--- src/hdl/rpbs_ram.sv ---
module rpbs_ram #(
   parameter int WIDTH = 8,
   parameter int DEPTH = 64,
   localparam int AW = (DEPTH > 1) ? $clog2(DEPTH) : 1
) (
   input  logic             clock,
   input  logic             wr_en,
   input  logic [AW-1:0]    wr_addr,
   input  logic [WIDTH-1:0] wr_data,
   input  logic [AW-1:0]    rd_addr,
   output logic [WIDTH-1:0] rd_data
);

   logic [WIDTH-1:0] mem [DEPTH];
   logic [WIDTH-1:0] rd_data_ff;

   always_ff @(posedge clock) begin
      if (wr_en) begin
         mem[wr_addr] <= wr_data;
      end
      rd_data_ff <= mem[rd_addr];
   end

   assign rd_data = rd_data_ff;

endmodule

--- config.mk ---
export PLATFORM = sky130hd
export DESIGN_NAME = rpbs_ram
export DESIGN_NICKNAME = d
export VERILOG_FILES = /design/src/hdl/rpbs_ram.sv
export SDC_FILE = /design/constraint.sdc
export NUM_CORES = 1
export LEC_CHECK = 0
export ABC_CLOCK_PERIOD_IN_PS = 3600
export BUFFER_PORTS_ARGS = -buffer_cell sky130_fd_sc_hd__buf_4
export CORE_MARGIN = 1
export CORE_UTILIZATION = 45
export DETAILED_ROUTE_END_ITERATION = 6
export SYNTH_ARGS = -nofsm -noshare
export SYNTH_HDL_FRONTEND = slang
export SYNTH_SLANG_ARGS = --single-unit
--- constraint.sdc ---
create_clock -name clock -period 3.6 [get_ports clock]
set_input_delay 0.54 -clock clock [delete_from_list [all_inputs] [get_ports clock]]
set_output_delay 0.54 -clock clock [all_outputs]
set_load 0.01 [all_outputs]
==> results of run 1 <==
-- cell usage in the layout, fill, tap and decap left out, types with 13 or more instances in the layout --
| cell | count |
|---|---|
| mux2i_1 | 23 |
| edfxtp_1 | 512 |
| nand3_1 | 13 |
| clkinv_2 | 15 |
| mux4_2 | 126 |
| clkbuf_16 | 53 |
| mux2_2 | 13 |
| nand2_1 | 19 |
| buf_4 | 82 |
| nor2_1 | 83 |
| nor2b_1 | 14 |
-- final cells by class --
class / instances / share of cell area
clock buffer: 61 / 0.0593
tap: 592 / 0.0322
clock inverter: 33 / 0.0158
multi-input combinational: 369 / 0.187
sequential: 520 / 0.675
timing repair buffer: 87 / 0.0308
-- sequential cells by signal, indices dropped and copies added (netlist names) --
name     flops
mem        512
rd_data      8
-- per-layer routing --
| metal | vias to the layer above | global-route usage | routed length, um | part of all wire |
|---|---|---|---|---|
| li1 | 4106 | - | - | - |
| met1 | 5168 | 0.302 | 19900 | 0.44 |
| met2 | 301 | 0.311 | 20900 | 0.46 |
| met3 | 74 | 0.0371 | 2760 | 0.061 |
| met4 | 0 | 0.0786 | 1450 | 0.032 |
| met5 | - | 0 | 0 | 0 |
-- Yosys cell counts --
library cell,count,area (um2)
o21ai_1,2,10.0
a31oi_1,1,6.26
buf_1,4,15.0
buf_6,4,45.0
nor2b_1,14,87.6
o2bb2ai_1,3,26.3
o21a_1,2,15.0
and2_1,1,6.26
nand2b_1,7,43.8
mux2i_1,23,230
edfxtp_1,512,15400
a2111oi_0,2,17.5
nor2_1,83,312
a211oi_1,4,30.0
nand3_1,13,65.1
or3_1,1,6.26
o2111ai_1,3,26.3
nor3_1,7,35.0
a221oi_1,6,52.6
o221a_2,2,22.5
o22ai_1,8,50.1
a21oi_1,3,15.0
o311ai_1,1,8.76
clkbuf_1,17,63.8
buf_12,2,40.0
mux2_2,13,146
nand3b_1,3,22.5
nand4b_1,1,8.76
o32ai_1,2,17.5
buf_4,13,97.6
nand4_1,2,12.5
buf_2,11,55.1
o41ai_1,2,17.5
mux4_2,126,2840
a22oi_1,3,22.5
o21ai_0,2,10.0
o221ai_1,8,70.1
dfxtp_1,8,160
nor4_1,2,12.5
nand2_1,19,71.3
-- through the flow --
step                      hold slack (ns)  instance area, um2   util  setup WS [ns]  power [W]
after floorplan                     0.639               20200      -           1.39    0.00720
after global placement              0.820               21300  0.482          0.757    0.00749
after detailed placement            0.853               21300  0.482          0.711    0.00749
after CTS                           0.280               23000  0.521           1.33     0.0129
after global routing                0.304               23000  0.521           1.24     0.0132
final                               0.316               23000  0.521           1.36     0.0128
-- worst max-delay path, cell delays in order --
cell and delay, ns:
clkbuf_8 0.37, buf_12 0.36, mux4_2 0.55, o221a_2 0.25, nor3_1 0.42, o32ai_1 0.16
-- power by group through the flow --
stage | registers (W) | clock network, W | logic [W]
2_1_floorplan | 0.00684 | 0 | 0.000357
3_3_place_gp | 0.00685 | 0 | 0.000632
3_5_place_dp | 0.00685 | 0 | 0.000640
4_1_cts | 0.00673 | 0.00558 | 0.000640
5_1_grt | 0.00673 | 0.00582 | 0.000674
6_report | 0.00673 | 0.00548 | 0.000628
-- how the worst max path moves through the flow --
stage,end,from,slack [ns],cells past startpoint
after floorplan,rd_data[3],rd_addr[1],1.39,7
after detailed placement,rd_data[6],rd_addr[0],0.71,6
after global routing,rd_data[0],rd_addr[0],1.24,7
after global placement,rd_data[4],rd_addr[0],0.76,6
after CTS,rd_data[6],rd_addr[0],1.33,6
final,rd_data[6],rd_addr[0],1.36,6
-- kinds of logic after synthesis --
group / after synthesis / share of synthesized area
flops: 520 / 0.770
mux: 162 / 0.159
simple gates: 153 / 0.0339
compound gates: 54 / 0.0207
buf+inv: 51 / 0.0157
==> metrics.csv, run 1 <==
stage,metric,value,unit
run_status,outcome,"complete, no violations",
clocking,cts.sinks,520,
logic_synthesis,synth_cells,940,
clocking,cts_resized,0,
sta,relSlewSlack,0.400,
layout,nets,1052,
pwr,ir_drop,0.330,mV
die,num_io_pins,30,
sta,finalCriticalPeriod,2.24,ns
pwr,comb_power_share,0.049,
die,die_area,45700,um2
route,vias_per_cell,5.81,
sta,final-setup-viol-count,0,
worst_setup_path,start_kind,input pin,
logic_synthesis,ys_seq_area_frac,0.770,
clocking,post_cts_buffers,0,
layout,area.sequential,15500,um2
clocking,htree_levels,2,
die,die_w,214,um
placed_design,port_buffers,29,
clocking,ctsLongestPathBuffers,3,
sta,maxSlewViolCount,0,
pwr,pwr-share-seq,0.524,
clocking,cts_tree,done,
clocking,clk_pin_slew_worst_paths,0.07,ns
die,initial_utilization,0.456,
clocking,cts_made_buffers,52,
logic_synthesis,syn_area,20200,um2
sta,rsz0062_at_grt,no,
route,wirelength,45100,um
clocking,holdBufCountCts,0,
worst_hold_path,hold_end,rd_data[5],
die,die_h,214,um
grt,grt_max_degree,65,
worst_hold_path,hold_path.class,input pin to flop,
worst_setup_path,r2r-start,mem[21][6],
pwr,switchingPower,0.00261,W
layout,nFillCells,3395,
clocking,root_buffer,clkbuf_16,
sta,tightest_slew,0.897,ns
sta,final.setup_skew,0.0135,ns
worst_hold_path,holdPathStages,2,
layout,area_growth_syn_to_layout,14.2,%
job,drv_cap,0,
logic_synthesis,syn_area_per_cell,21.5,um2
sta,setup_tns,0,ns
logic_synthesis,ys_ff_latch,520,
placed_design,gp_congestion,0.809,
sta,hold_violations,0,
sta,finalCritPeriodShare,0.623,
pwr,swShare,0.204,
worst_setup_path,cp-end-kind,flop,
route,drt-initial-drc-count,891,
sta,fmax,0.446,GHz
grt,grt_pass1_wl,66700,um
pwr,clkPwrFrac,0.427,
logic_synthesis,synth.distinct_cells,40,
worst_setup_path,r2r-end,rd_data[6],
worst_setup_path,r2r_cells,5,
pwr,power_density,557,nW/um2
grt,antenna_found_initial,0,
route,drc,0,
worst_hold_path,hold_start,rd_addr[5],
route,ant_nets,0,
logic_synthesis,yosys_warnings,0,
worst_setup_path,worstPathRequired,4.05,ns
route,routedWlPerCell,27.1,um
grt,grt.overflow.total,0,
logic_synthesis,synth_nets,962,
worst_setup_path,crit_type,input pin to flop,
worst_setup_path,r2r_slack,1.49,ns
die,core,44200,um2
grt,first_global_vias,9852,
placed_design,place_inst,1568,
layout,final_cells,1662,
die,num_rows,77,
pwr,p_int,0.0102,W
clocking,clk_latency,0.58,ns
grt,grt.total_usage,0.207,
route,first_pass_iters,5,
layout,layout-drive-gt1-share,0.288,
worst_setup_path,worstPathArrival,2.69,ns
route,vias,9649,
worst_setup_path,critPathMaxFanout,44,
layout,multiInputGateArea,4320,um2
layout,antenna_cells,0,
placed_design,dpl.hpwl,26900,um
pwr,power_leakage,7.27,nW
Note: power is estimated with default switching activity, not from simulation.
==> inputs of run 2 (changes only) <==
ABC_AREA = 1   (was default)
ABC_CLOCK_PERIOD_IN_PS = 1900   (was 3600)
clock period = 1.9 ns   (was 3.6 ns; I/O delays follow)
==> run 2 against run 1 <==
The flow now finishes with violations (DRC). Area after synthesis is 5.8% higher. Cell count is 53% higher. Flip-flop and latch count stayed put. Utilization is 0.37 points higher. Sequential share of layout area is 4.0 points lower. Clock-buffer cell count is 6 higher. Register-to-register slack worse by 0.92 ns. Hold slack worse by 0.28 ns. Design area is 6.3% higher. Power is 91% higher. Largest power group unchanged. Highest routed layer unchanged.
==> metrics.csv, run 2 <==
stage,metric,value,unit,change
run_status,outcome,"complete, but fails checks",,
run_status,violations,DRC,,
sta,layout_setup_ws,0.428,ns,-0.930 ns
route,drt-initial-drc-count,1413,,+59%
sta,maxSlewViolCount,0,,unchanged
job,drv_cap,0,,unchanged
grt,met2_usage,0.358,,+0.0470
die,die_h,220,um,+2.8%
clocking,cts_resized,0,,unchanged
logic_synthesis,synth_edf_count,512,,unchanged
sta,final.setup_skew,0.0124,ns,-0.00108 ns
grt,use_met3,0.0411,,+0.00408
layout,largest_register_ff_count,512,,unchanged
route,drc,2,,+2
logic_synthesis,synth.most_common_cell,nand2_1,,
logic_synthesis,yosys_warnings,0,,unchanged
route,wirelength,54000,um,+20%
sta,fmax,0.679,GHz,
route,ant_nets,0,,unchanged
layout,antenna_cells,0,,unchanged
clocking,cts_made_buffers,53,,+1.9%
die,die_w,220,um,+2.8%
grt,grt_pass1_wl,82200,um,+23%
sta,hold_ws,0.0401,ns,-0.276 ns
worst_setup_path,critical_path.max_stage_delay,0.43,ns,-0.12 ns
route,vias_per_cell,5.49,,-5.4%
placed_design,dpl.hpwl,32100,um,+20%
grt,grt_max_degree,87,,+34%
die,initial_utilization,0.457,,+0.00134
clocking,cts_tree,done,,
clocking,post_cts_buffers,0,,unchanged
worst_setup_path,crit_type,flop to output port,,
logic_synthesis,synth_cells,1805,,+92%
grt,grt.overflow.total,0,,unchanged
die,die_area,48300,um2,+5.8%
layout,mostFrequentLayoutCell,nand2_1,,
logic_synthesis,synth_common_cells,"nand2_1 (648), edfxtp_1 (512), nand3_1 (439)",,
placed_design,port_buffers,29,,unchanged
die,num_rows,79,,+2.6%
worst_setup_path,cp-end-kind,output port,,
sta,final-setup-viol-count,0,,unchanged
grt,busiest_layer,met2,,
placed_design,pre_cts_ws,0.0956,ns,-0.615 ns
grt,antenna_found_initial,0,,unchanged
clocking,root_buffer,clkbuf_16,,
grt,first_global_vias,13400,,+36%
grt,grt.total_usage,0.230,,+0.0228
pwr,power_leakage,8.99,nW,+24%
logic_synthesis,synth_top_cell_area_share,0.720,,-0.0419
layout,area.sequential,15500,um2,unchanged
clocking,htree_levels,2,,unchanged
logic_synthesis,ys_ff_latch,520,,unchanged
pwr,ir_drop,0.764,mV,+130%
sta,hold_violations,0,,unchanged
sta,finalCritPeriodShare,0.775,,
layout,top_register,mem,,
layout,nFillCells,4030,,+19%
logic_synthesis,ys_async_sr_fraction,0,,unchanged
worst_hold_path,hold_path.class,input pin to flop,,
worst_setup_path,worstPathArrival,1.19,ns,-1.50 ns
pwr,power_density,1000,nW/um2,+80%
route,vias,14000,,+45%
worst_setup_path,start_kind,flop,,
logic_synthesis,ys_seq_area_frac,0.728,,-0.0423
sta,relSlewSlack,0.620,,+0.220
sta,finalCriticalPeriod,1.47,ns,
clocking,clk_latency,0.59,ns,about the same
layout,area_growth_syn_to_layout,14.7,%,
die,num_io_pins,30,,unchanged
logic_synthesis,synth.distinct_cells,16,,-60%
clocking,holdBufCountCts,0,,unchanged
die,core,46700,um2,+5.5%
clocking,cts.sinks,520,,unchanged
clocking,clk_pin_slew_worst_paths,0.06,ns,about the same
logic_synthesis,synth-main-ff-cell,edfxtp_1,,
layout,layout-drive-gt1-share,0.120,,-0.167
logic_synthesis,synth_nets,1827,,+90%
worst_setup_path,crit_family,flip-flops,,
worst_setup_path,worstPathRequired,1.62,ns,-2.43 ns
logic_synthesis,syn_area,21300,um2,+5.8%
worst_setup_path,crit_chain,buf_4,,
placed_design,gp_congestion,0.849,,+4.9%
logic_synthesis,yosys-top-cells-area,"edfxtp_1 (72%), nand2_1 (11%), nand3_1 (10%)",,
worst_setup_path,crit_buf_inv,1,,-1
layout,layout_common_cells,"nand2_1 (648), edfxtp_1 (512), nand3_1 (439)",,
layout,nets,1925,,+83%
route,routedWlPerCell,21.2,um,-22%
clocking,ctsLongestPathBuffers,3,,unchanged
worst_setup_path,critPathMaxFanout,1,,-98%
sta,rsz0062_at_grt,no,,
logic_synthesis,syn_area_per_cell,11.8,um2,-45%
grt,gr-usage-met1,0.329,,+0.0269
logic_synthesis,synth_top_cell_by_area,edfxtp_1,,
sta,tightest_slew,0.569,ns,-0.328 ns
worst_setup_path,crit_slowest_cell,dfxtp_1,,
route,first_pass_iters,7,,+2
layout,multiInputGateArea,4950,um2,+15%
## run 2: cell type report
| type | count | area share |
|---|---|---|
| Timing Repair Buffer | 156 | 0.0608 |
| Sequential cell | 520 | 0.635 |
| Multi-Input combinational cell | 1160 | 0.202 |
| Clock inverter | 29 | 0.0107 |
| Tap cell | 607 | 0.0310 |
| Clock buffer | 67 | 0.0584 |
| Inverter | 12 | 0.00215 |
## run 2: cells by family after synthesis
logic type	after synthesis	synth area share
buffers and inverters	125	0.0402
flip-flops	520	0.728
AND/OR/NAND/NOR	1160	0.232
## run 2: metrics by stage
step,power (W),instance area (um2),utilization,TNS [ns],std cells
after floorplan,0.0139,21300,-,-9.67,1805
after global placement,0.0146,22800,0.488,0,2455
after detailed placement,0.0146,22800,0.488,0,2455
after CTS,0.0247,24500,0.525,0,2551
after global routing,0.0253,24500,0.525,0,2551
final,0.0245,24500,0.525,0,2551
## run 2: power breakdown
part / switching [W] / leakage [nW] / total (W) / internal, W
combinational: 0.00113 / 3.48 / 0.00161 / 0.000479
sequential: 0.0000480 / 4.67 / 0.0127 / 0.0127
clock: 0.00424 / 0.833 / 0.0102 / 0.00596
## run 2: worst paths after layout
| kind | from | endpoint | slack, ns | depth (start not counted) |
|---|---|---|---|---|
| setup / recovery | rd_data[3] | rd_data[3] | 0.43 | 1 |
| hold / removal | rd_addr[5] | rd_data[0] | 0.04 | 3 |
| setup reg to reg | mem[11][4] | rd_data[4] | 0.57 | 8 |
| hold reg to reg | mem[42][1] | rd_data[1] | 0.84 | 8 |
## run 2: worst register-to-register path: cells and delay by family (launching register included)
| kind | cells | cell delay [ns] |
|---|---|---|
| flip-flops | 1 | 0.36 |
| AND/OR/NAND/NOR | 8 | 0.84 |
## run 2: per-layer routing
layer / vias up / wire, um
met5: - / 0
met3: 83 / 4310
li1: 6551 / -
met1: 6821 / 23400
met2: 552 / 25200
met4: 0 / 1080
==> inputs of run 3 (changes only) <==
ABC_AREA = 0   (was 1)
ABC_CLOCK_PERIOD_IN_PS = 1300   (was 1900)
clock period = 1.3 ns   (was 1.9 ns; I/O delays follow)
==> run 3 against run 2 <==
The flow finishes with violations (setup timing). Design area increased by 4.0%. Via count shrank 28%. Sequential power grew 47%.
==> metrics.csv, run 3 (synthesis gave the netlist of run 1 again) <==
stage,metric,value,unit,change
run_status,outcome,"complete, but fails checks",,
run_status,violations,setup timing,,
clocking,holdBufCountCts,0,,unchanged
grt,grt_max_degree,65,,-25%
layout,antenna_cells,0,,unchanged
route,wirelength,46900,um,-13%
sta,final-setup-viol-count,10,,+10
layout,area_growth_syn_to_layout,26.2,%,
sta,relSlewSlack,0.512,,-0.108
grt,grt.total_usage,0.216,,-0.0130
sta,hold_ws,0.0448,ns,+0.00471 ns
worst_setup_path,endpoint,rd_data[6],,
layout,mostFrequentLayoutCell,edfxtp_1,,
worst_setup_path,start_kind,flop,,
clocking,ctsLongestPathBuffers,3,,unchanged
sta,finalCriticalPeriod,1.82,ns,
worst_setup_path,crit_type,flop to flop,,
sta,finalCritPeriodShare,1.40,,
pwr,comb_power_share,0.064,,-0.002
route,vias_per_cell,5.67,,+3.2%
sta,maxSlewViolCount,0,,unchanged
clocking,clk_latency,0.59,ns,about the same
worst_hold_path,hold_path.class,input pin to flop,,
layout,top_register,mem,,
sta,rsz0062_at_grt,yes,,
worst_setup_path,critical_path.max_stage_delay,0.46,ns,+0.03 ns
die,die_area,45700,um2,-5.4%
worst_setup_path,r2r_slack,-0.52,ns,-1.09 ns
route,routedWlPerCell,26.5,um,+25%
route,ant_nets,0,,unchanged
layout,largest_register_ff_count,512,,unchanged
clocking,cts_tree,done,,
pwr,swShare,0.209,,-0.0118
worst_setup_path,r2r_cells,6,,-2
pwr,power,0.0354,W,+44%
route,first_pass_iters,7,,unchanged
layout,finalInstanceArea,25500,um2,+4.0%
worst_setup_path,r2r-end,rd_data[6],,
die,num_rows,77,,-2.5%
route,drc,0,,-2
sta,final.setup_skew,0.0197,ns,+0.00731 ns
sta,setup_tns,-3.79,ns,-3.79 ns
clocking,cts.sinks,520,,unchanged
grt,grt_pass1_wl,69700,um,-15%
grt,first_global_vias,10400,,-22%
die,die_h,214,um,-2.8%
pwr,power_density,1390,nW/um2,+39%
placed_design,port_buffers,29,,unchanged
worst_setup_path,crit_chain,"mux4_2, mux2_4, o221a_4, nor3_2, buf_4, o32ai_1",,
worst_setup_path,crit_slowest_cell,mux4_2,,
job,drv_cap,0,,unchanged
layout,layout-drive-gt1-share,0.424,,+0.303
pwr,pwr-share-seq,0.526,,+0.007
layout,nets,1163,,-40%
worst_setup_path,path_depth,6,,+5
clocking,htree_levels,2,,unchanged
placed_design,dpl.hpwl,30400,um,-5.4%
worst_setup_path,worstPathArrival,2.28,ns,+1.09 ns
worst_setup_path,crit_start,mem[20][6],,
die,num_io_pins,30,,unchanged
placed_design,gp_congestion,0.792,,-6.7%
sta,tightest_slew,0.732,ns,+0.163 ns
clocking,post_cts_buffers,0,,unchanged
clocking,clk_pin_slew_worst_paths,0.06,ns,about the same
pwr,clkPwrFrac,0.410,,-0.005
pwr,p_int,0.0280,W,+47%
die,core,44200,um2,-5.2%
pwr,switchingPower,0.00740,W,+37%
worst_setup_path,worstPathRequired,1.76,ns,+0.14 ns
clocking,root_buffer,clkbuf_16,,
pwr,power_leakage,8.13,nW,-9.6%
sta,hold_violations,0,,unchanged
worst_setup_path,cp-end-kind,flop,,
pwr,ir_drop,1.00,mV,+31%
sta,layout_setup_ws,-0.520,ns,-0.948 ns
worst_setup_path,critPathMaxFanout,1,,unchanged
layout,layout_common_cells,"edfxtp_1 (512), mux4_2 (126), buf_4 (112)",,
worst_setup_path,crit_family,multiplexers,,
die,initial_utilization,0.456,,-0.00134
worst_setup_path,crit_buf_inv,1,,unchanged
route,vias,10000,,-28%
grt,grt.overflow.total,0,,unchanged
sta,fmax,0.549,GHz,
die,die_w,214,um,-2.8%
worst_setup_path,r2r-start,mem[20][6],,
placed_design,dpl_cell_area,23600,um2,+3.7%
route,drt-initial-drc-count,758,,-46%
clocking,cts_made_buffers,54,,+1.9%
grt,antenna_found_initial,0,,unchanged
-- run 3: cell types whose count changed in the layout (fill, tap and decap cells not counted), sizes merged, moves of 10 or more --
| cell | previous run | this run |
|---|---|---|
| nand2 | 648 | 19 |
| nand3 | 439 | 13 |
| mux4 | 0 | 126 |
| buf | 156 | 195 |
| nor2 | 56 | 83 |
| mux2i | 0 | 23 |
| nor2b | 0 | 14 |
| mux2 | 0 | 13 |
| inv | 12 | 2 |
-- run 3: tightest hold or removal path: stages --
cell	delay [ns]
buf_4	0.14
buf_4	0.15
o32ai_1	0.08
-- run 3: worst min-delay path by stage --
| stage | from | to | slack, ns | depth (start not counted) |
|---|---|---|---|---|
| after floorplan | wr_data[0] | mem[0][0] | 0.29 | 0 |
| after global placement | rd_addr[5] | rd_data[6] | 0.64 | 3 |
| after detailed placement | rd_addr[5] | rd_data[6] | 0.64 | 3 |
| after CTS | rd_addr[5] | rd_data[6] | 0.01 | 3 |
| after global routing | rd_addr[5] | rd_data[6] | 0.03 | 3 |
| final | rd_addr[5] | rd_data[6] | 0.04 | 3 |
-- run 3: metal layers --
metal / global-route usage / vias up / part of all wire
met5: 0 / - / 0
met3: 0.0393 / 64 / 0.061
met1: 0.314 / 5314 / 0.44
li1: - / 4346 / -
met2: 0.339 / 305 / 0.47
met4: 0.0596 / 0 / 0.023
-- run 3: power groups by stage --
stage               Combinational [W]  Clock [W]  Sequential, W
global route                  0.00242     0.0154         0.0187
global placement              0.00219          0         0.0190
CTS                           0.00229     0.0148         0.0187
floorplan                     0.00114          0         0.0190
detailed placement            0.00222          0         0.0190
finish                        0.00227     0.0145         0.0187
-- run 3: final cells by class --
| type | count | area (um2) |
|---|---|---|
| fillers | 3215 | 18800 |
| clock inverters | 25 | 216 |
| clock buffers | 68 | 1430 |
| repair buffers | 196 | 2460 |
| well taps | 592 | 741 |
| multi-input cells | 369 | 5050 |
| flip-flops and latches | 520 | 15600 |
-- run 3: per-stage QoR --
step                std cells   util  worst slack (ns)
floorplan                 940      -            -0.443
global placement         1677  0.534             -1.10
detailed placement       1677  0.534             -1.07
CTS                      1770  0.575            -0.522
global route             1770  0.576            -0.584
finish                   1770  0.576            -0.520
-- run 3: timing repair --
item | CTS | global route
gates resized for setup | 39 | 8
pin swaps | 8 | 2
endpoints found under the setup margin | 16 | 12
